### config.mk
export PLATFORM = sky130hd
export DESIGN_NAME = descending_sort_engine
export DESIGN_NICKNAME = d
export VERILOG_FILES = /design/src/rtl/core/dse_pkg.sv /design/src/rtl/core/descending_sort_engine.sv
export SDC_FILE = /design/constraint.sdc
export NUM_CORES = 2
export LEC_CHECK = 0
export BUFFER_PORTS_ARGS = -buffer_cell sky130_fd_sc_hd__buf_2
export CORE_ASPECT_RATIO = 1.75
export CORE_UTILIZATION = 47
export DETAILED_ROUTE_END_ITERATION = 8
export PLACE_DENSITY = 0.7
export SETUP_SLACK_MARGIN = 0.3
export SYNTH_ARGS = -nofsm -noshare
export SYNTH_HDL_FRONTEND = slang
export SYNTH_SLANG_ARGS = --single-unit
### constraint.sdc
create_clock -name clk -period 8.7 [get_ports clk]
set_clock_uncertainty 0.15 [all_clocks]
set_input_delay 1.305 -clock clk [delete_from_list [all_inputs] [get_ports clk]]
set_output_delay 1.305 -clock clk [all_outputs]
set_load 0.02 [all_outputs]
### src/rtl/core/dse_pkg.sv
// Shared types and constants for the descending sort engine.
// No dependencies.
package dse_pkg;

  localparam int DATA_W           = 32;
  localparam int MAX_ELEMENTS_DEF = 64;

  typedef struct packed {
    logic signed [DATA_W-1:0] value;
    logic                     last_in;
  } in_beat_t;

  typedef struct packed {
    logic signed [DATA_W-1:0] sorted_value;
    logic                     last_out;
    logic                     truncated;
  } out_beat_t;

endpackage

### src/rtl/core/descending_sort_engine.sv
// Descending sort engine: collects a set of values and drains it largest first.
// Depends on dse_pkg for the beat types and default capacity.
//
//   channel | direction | handshake          | payload
//   in      | input     | in_valid/in_ready   | dse_pkg::in_beat_t
//   out     | output    | out_valid/out_ready | dse_pkg::out_beat_t
//
// Each accepted value is inserted into a sorted list held in one RAM with a
// registered read; insertion walks down the list, one entry moved per cycle
// (a value is written directly into an empty list, or dropped when full).
// Draining each beat is a RAM read, then a load of the output register.
// Reset (rst_n low, synchronous) empties the set; the RAM itself is not
// cleared. Output stalls hold the drain; input waits while busy.
module descending_sort_engine #(
  parameter int MAX_ELEMENTS = dse_pkg::MAX_ELEMENTS_DEF
) (
  input  logic               clk,
  input  logic               rst_n,
  input  logic               in_valid,
  output logic               in_ready,
  input  dse_pkg::in_beat_t  in_data,
  output logic               out_valid,
  input  logic               out_ready,
  output dse_pkg::out_beat_t out_data
);
  import dse_pkg::*;

  localparam int AW = $clog2(MAX_ELEMENTS);
  localparam int CW = $clog2(MAX_ELEMENTS + 1);
  localparam logic [CW-1:0] MAX_C = CW'(MAX_ELEMENTS);

  localparam logic [2:0] S_LOAD  = 3'd0;
  localparam logic [2:0] S_INS   = 3'd1;
  localparam logic [2:0] S_PLACE = 3'd2;
  localparam logic [2:0] S_ERD   = 3'd3;
  localparam logic [2:0] S_ELD   = 3'd4;

  logic [2:0]  state_r, state_nxt;
  logic [CW-1:0] count_r, count_nxt;
  logic        ovf_r, ovf_nxt;
  logic        pend_last_r, pend_last_nxt;
  logic signed [DATA_W-1:0] key_r, key_nxt;
  logic [AW-1:0] j_r, j_nxt;
  logic [AW-1:0] k_r, k_nxt;
  logic        out_valid_r, out_valid_nxt;
  out_beat_t   out_r, out_nxt;

  // Sorted element list, largest at index zero.
  logic signed [DATA_W-1:0] mem [MAX_ELEMENTS];
  logic signed [DATA_W-1:0] rdata_r;
  logic        we, re;
  logic [AW-1:0] waddr, raddr;
  logic signed [DATA_W-1:0] wdata;

  logic accept, full, above, k_last;

  assign in_ready  = (state_r == S_LOAD);
  assign accept    = in_valid && in_ready;
  assign full      = (count_r == MAX_C);
  assign above     = key_r > rdata_r;
  assign k_last    = (CW'(k_r) + CW'(1)) == count_r;
  assign out_valid = out_valid_r;
  assign out_data  = out_r;

  // Memory ports: one write and one registered read per cycle.
  always_ff @(posedge clk) begin
    if (we) begin
      mem[waddr] <= wdata;
    end
    if (re) begin
      rdata_r <= mem[raddr];
    end
  end

  // Control: insertion walk, then drain.
  always_comb begin
    state_nxt     = state_r;
    count_nxt     = count_r;
    ovf_nxt       = ovf_r;
    pend_last_nxt = pend_last_r;
    key_nxt       = key_r;
    j_nxt         = j_r;
    k_nxt         = k_r;
    out_valid_nxt = out_valid_r;
    out_nxt       = out_r;
    we            = 1'b0;
    waddr         = j_r;
    wdata         = key_r;
    re            = 1'b0;
    raddr         = k_r;

    if (out_valid_r && out_ready) begin
      out_valid_nxt = 1'b0;
    end

    case (state_r)
      S_LOAD: begin
        if (accept) begin
          pend_last_nxt = in_data.last_in;
          k_nxt         = '0;
          if (full) begin
            ovf_nxt = 1'b1;
            if (in_data.last_in) begin
              state_nxt = S_ERD;
            end
          end else if (count_r == '0) begin
            we        = 1'b1;
            waddr     = '0;
            wdata     = in_data.value;
            count_nxt = CW'(1);
            if (in_data.last_in) begin
              state_nxt = S_ERD;
            end
          end else begin
            key_nxt   = in_data.value;
            j_nxt     = count_r[AW-1:0];
            re        = 1'b1;
            raddr     = AW'(count_r - CW'(1));
            state_nxt = S_INS;
          end
        end
      end
      S_INS: begin
        we = 1'b1;
        waddr = j_r;
        if (above) begin
          // Move the smaller entry down one place and keep walking.
          wdata = rdata_r;
          if (j_r == AW'(1)) begin
            state_nxt = S_PLACE;
          end else begin
            re    = 1'b1;
            raddr = j_r - AW'(2);
            j_nxt = j_r - AW'(1);
          end
        end else begin
          wdata     = key_r;
          count_nxt = count_r + CW'(1);
          state_nxt = pend_last_r ? S_ERD : S_LOAD;
        end
      end
      S_PLACE: begin
        we        = 1'b1;
        waddr     = '0;
        wdata     = key_r;
        count_nxt = count_r + CW'(1);
        state_nxt = pend_last_r ? S_ERD : S_LOAD;
      end
      S_ERD: begin
        re        = 1'b1;
        raddr     = k_r;
        state_nxt = S_ELD;
      end
      S_ELD: begin
        if (!out_valid_r || out_ready) begin
          out_valid_nxt        = 1'b1;
          out_nxt.sorted_value = rdata_r;
          out_nxt.last_out     = k_last;
          out_nxt.truncated    = ovf_r;
          if (k_last) begin
            count_nxt = '0;
            ovf_nxt   = 1'b0;
            state_nxt = S_LOAD;
          end else begin
            k_nxt     = k_r + AW'(1);
            state_nxt = S_ERD;
          end
        end
      end
      default: begin
        state_nxt = S_LOAD;
      end
    endcase
  end

  // Registers.
  always_ff @(posedge clk) begin
    if (!rst_n) begin
      state_r     <= S_LOAD;
      count_r     <= '0;
      ovf_r       <= 1'b0;
      out_valid_r <= 1'b0;
    end else begin
      state_r     <= state_nxt;
      count_r     <= count_nxt;
      ovf_r       <= ovf_nxt;
      out_valid_r <= out_valid_nxt;
    end
    pend_last_r <= pend_last_nxt;
    key_r       <= key_nxt;
    j_r         <= j_nxt;
    k_r         <= k_nxt;
    out_r       <= out_nxt;
  end

  // The fill count never passes capacity.
  a_count_bound: assert property (@(posedge clk) disable iff (!rst_n)
    count_r <= MAX_C)
    else $error("element count above capacity");

  // The insertion walk never points at the head entry.
  a_walk_index: assert property (@(posedge clk) disable iff (!rst_n)
    (state_r == S_INS) |-> (j_r != '0))
    else $error("insertion walk index reached zero");

  // The drain index stays inside the stored set.
  a_drain_index: assert property (@(posedge clk) disable iff (!rst_n)
    (state_r == S_ELD) |-> (CW'(k_r) < count_r))
    else $error("drain index beyond stored set");

  // A final beat leaves the block empty and ready for a new set.
  a_final_empty: assert property (@(posedge clk) disable iff (!rst_n)
    (state_r == S_ELD && k_last && (!out_valid_r || out_ready))
      |=> (count_r == '0 && in_ready))
    else $error("set not cleared after final beat");

endmodule
* After elaboration in Yosys (flattened, before gate mapping) *
Memories as Yosys holds them, arrays and structs flattened. A register that Yosys moved wholly into a read port is not among the register bits.
Cells that the tools add are included.

cells by class
  $add $sub $neg = 6
  order comparisons = 1
  equal/unequal tests = 19
  multiplexer cells = 62
  bitwise logic cells = 2
  reductions and logical operators = 18

operators by type and width
  operator               number
  $mux W32               4
  $mux W6                16
  $pmux W32 S2           1
  $pmux W6 S2            4
  $mux W7                6
  $gt A32 B32 Y1         1
  $pmux W7 S4            1
  $mux W3                7
  $mux W1                17
  $ne A2 B2 Y1 const B   8
  $pmux W3 S5            1
  $sub A6 B1 Y6 const B  2
  $reduce_and A4 Y1      2
  $add A6 B1 Y7 const B  1
  $add A7 B1 Y7 const B  1
  $eq A7 B7 Y1           1
  $eq A7 B7 Y1 const B   1
  $logic_not A7 Y1       1
  $reduce_and A7 Y1      1
  $add A6 B1 Y6 const B  1
  $eq A3 B2 Y1 const B   2
  $eq A6 B1 Y1 const B   1
  $ne A2 B1 Y1 const B   3
  $reduce_and A6 Y1      1
  18 further kinds       24

storage, ports and cells
  register bits = 91
  bits in writable memories = 2048
  input port bits = 37
  logic and storage cells = 120
  memories kept = 1

memory list
  memory  words  bits a word  rd ports  clocked after Yosys merged registers in  write ports  RTL line                      text
  mem     64     32           1         1                                        1            descending_sort_engine.sv:49  logic signed [DATA_W-1:0] mem [MAX_ELEMENTS];

* Logic depth before layout (Yosys ltp) *
  depth in word-level cells = 7
  depth in mapped cells = 20
  gate-level depth less buffers = 15

* Least setup slack after synthesis *
No wires, ideal clock.

  kind = in2reg
  start = input port in_valid
  end = memory mem[63][0] (enable)
  data arrival time = 4126 ps
  setup slack = 4003 ps
  stages on the path = 7
  path buffers = 1
  cells stage by stage = clkbuf_1 nand2_1 nor3_1 nor2_1 nor2_1 nand4_1 nor2_1

between the ends
  cells in the longest elaborated chain, start to end = 5
  elaborated cells on any way between the ends = 7
  classes of those cells = mux: 6; reduce/logical: 1

RTL lines
  element                        RTL line                      text
  start: declaration             descending_sort_engine.sv:19  input logic in_valid,
  $logic_and A1 B1 Y1 *          descending_sort_engine.sv:58  assign accept = in_valid && in_ready;
  $mux W1                        descending_sort_engine.sv:98  if (accept) begin
  $pmux W1 S2                    descending_sort_engine.sv:96  case (state_r)
  $mux W1                        descending_sort_engine.sv:67  if (we) begin
  $mux W1 (not written as such)  descending_sort_engine.sv:68  mem[waddr] <= wdata;
  end: declaration               descending_sort_engine.sv:49

Every way passes the cells marked *; elsewhere a longest branch is shown, timed or not.

* Final worst setup path *
  start = register rdata_r[15], read port of mem
  end = register rdata_r[3], read port of mem, data pin

between the ends
  cells in the longest elaborated chain, start to end = 3
  elaborated cells on any way between the ends = 5
  classes of those cells = order compare: 1; mux: 4

RTL lines
  element                                     RTL line                       text
  start: declaration                          descending_sort_engine.sv:50   logic signed [DATA_W-1:0] rdata_r;
  $gt A32 B32 Y1 *                            descending_sort_engine.sv:60   assign above = key_r > rdata_r;
  $mux W1 or $mux W6 (tied branches)          descending_sort_engine.sv:126  if (above) begin
  $pmux W1 S3 or $pmux W6 S2 (tied branches)  descending_sort_engine.sv:96

Marked as above.
A chain may end at the register's enable or synchronous reset.

==> out/qor.yml <==
vias_per_cell: 6.580
die-area_mm2: 0.1846
drc_errors: 0
whs_ns: 0.3247
ys_types: 61
ioPinCount: 73
hpwlAfterDp_um: 145500
final_common_cell: "edfxtp_1"
grt_pass1_vias: 52186
post-cts-setup-buffers: 0
setup_viol_count_final: 0
antenna_found_initial: 20
final_cell_mix: "edfxtp_1, nand2_1, mux2i_1"
cts_buffers: 178
ys_warn_count: 0
grt_usage: 0.2733
postLayoutCellArea_mm2: 0.09500
start_util: 0.4734
wirelength_um: 257700
fp-row-count: 207
hold_path_class: "reg2reg"
syn_nets: 5627
critPathCaptureType: "flip-flop"
syn_inst: 5551
arrival_ns: 8.24
place.gp.congestion: 0.9588
ys_ff_latch: 2171
post-route-min-period_ns: 7.923
synthArstFlopShare: 0
drt.antenna.violating_nets: 0
synth_area_mm2: 0.08594
clock_path_buffers: 4
drv_slew: 0
die_h_um: 567.7
fmax_ghz: 0.1262
rsz0062_at_grt: "false"
path_clk_slew_ns: 0.08
nNetsFinal: 5635
worstMarginPinSlew_ns: 1.261
max_cap_viol_count: 0
maxSlewHeadroom: 0.1516
worst-path-max-fanout: 39
routedWlPerCell_um: 31.83
cts_hold_buf: 0
outcome: "complete, no violations"
coreArea_mm2: 0.1816
portBuffers: 72
route.vias.total: 53262
drt_iter0_drc: 6483
ys.flop_type: "edfxtp_1"
finalHoldViolations: 0
cts.repair.resized: 0
dieWidth_um: 325.3
grt_pass1_wl_um: 364600
synth_edf_count: 2159
clk_latency_ns: 0.84
cts_tree: "built"
grt_remaining_overflow: 0
setup_ws_ns: 0.7766
dp_worst_setup_slack_ns: 1.099
htreeDepth: 4
cp-start-kind: "flip-flop"
seq_area_frac_synth: 0.7572
synthToLayoutAreaGrowth_pct: 10.53
setup.worst_path.class: "reg2reg"
grt_max_degree: 141
dr.pass1.iters: 6
cts_root_buffer: "clkbuf_16"
syn_avg_cell_area_um2: 15.48
tns_ns: 0
layout-drive-gt1-share: 0.1029
crit_required_ns: 9.02
cts_num_sinks: 2171
dpl-instance-area_mm2: 0.08959
fin_crit_sh: 0.9107
## metal layers
metal	share of wire	up-vias	global-route usage
met3	0.097	1014	0.04596
li1	-	21900	-
met5	0.00038	-	0
met1	0.33	26827	0.3128
met2	0.50	3513	0.4682
met4	0.078	8	0.1865
## synth_stat cells (13+ instances only)
cell,count,share of area
nor3_1,30,0.0017
buf_2,148,0.0086
a311oi_1,219,0.022
a211oi_1,297,0.026
inv_1,74,0.0032
nand4_1,16,0.0012
nor3b_1,24,0.0021
and3_1,293,0.021
nor2_1,103,0.0045
o21ai_0,19,0.0011
o22ai_1,67,0.0049
nand3_1,79,0.0046
a31oi_1,50,0.0036
xor2_1,13,0.0013
mux2i_1,386,0.045
buf_4,16,0.0014
buf_1,19,0.00083
a21oi_1,92,0.0054
nand2_1,822,0.036
clkbuf_1,216,0.0094
edfxtp_1,2159,0.75
nor4_1,122,0.0089
a222oi_1,31,0.0036
ha_1,39,0.0057
o221ai_1,105,0.011
## worst paths after layout
kind	start	to	slack, ns	cells after the start
worst max-delay path	rdata_r[15]	rdata_r[3]	0.78	16
worst min-delay path	ovf_r	out_data[0]	0.32	0
worst max register to register	rdata_r[15]	rdata_r[3]	0.78	16
worst min register to register	ovf_r	out_data[0]	0.32	0
## worst max-delay path, stage by stage (launching register included)
cell and delay (ns):
edfxtp_1 0.49, inv_1 0.08, ha_1 0.39, nand4_1 0.23, nor4_2 0.67, o21ai_0 0.27
a31oi_1 0.24, o21ai_1 0.19, buf_4 0.24, o311a_1 0.47, nor2_1 0.65, nand3_4 0.90
buf_4 0.59, o22ai_1 0.26, nor4_1 0.14, a21oi_1 0.51, nor3b_1 1.03
## sequential cells by signal, indices dropped and copies added, names as in the netlist
| name | flops |
|---|---|
| out_data | 34 |
| rdata_r | 32 |
| state_r | 3 |
| key_r | 32 |
| k_r | 6 |
| mem | 2048 |
| j_r | 6 |
| out_valid | 1 |
| count_r | 7 |
| ovf_r | 1 |
| pend_last_r | 1 |
## stage by stage
step | std cells | util
after floorplan | 5551 | -
after CTS | 8088 | 0.5231
final | 8094 | 0.5232
after global routing | 8090 | 0.5232
after global placement | 7782 | 0.4935
after detailed placement | 7782 | 0.4935
## logic make-up after synthesis
group	after synthesis	synth area share
compound gates	932	0.08304
buf+inv	474	0.02364
simple gates	1524	0.08298
xor+xnor	25	0.002548
mux	386	0.04496
flops	2171	0.7572
fa+ha+maj	39	0.005678
## area by class of cell
type | count | area [um2]
fill | 14386 | 86560
antenna | 6 | 15.01
inverter | 74 | 277.8
clock inverter | 93 | 763.2
clock buffer | 213 | 4628
timing repair buffer | 228 | 1719
multi-input combinational | 2906 | 19510
tap | 2403 | 3007
sequential | 2171 | 65070
Power is left out: the tool's default activity adds up to more than one toggle a clock period on the data nets, which glitch-free logic cannot reach.
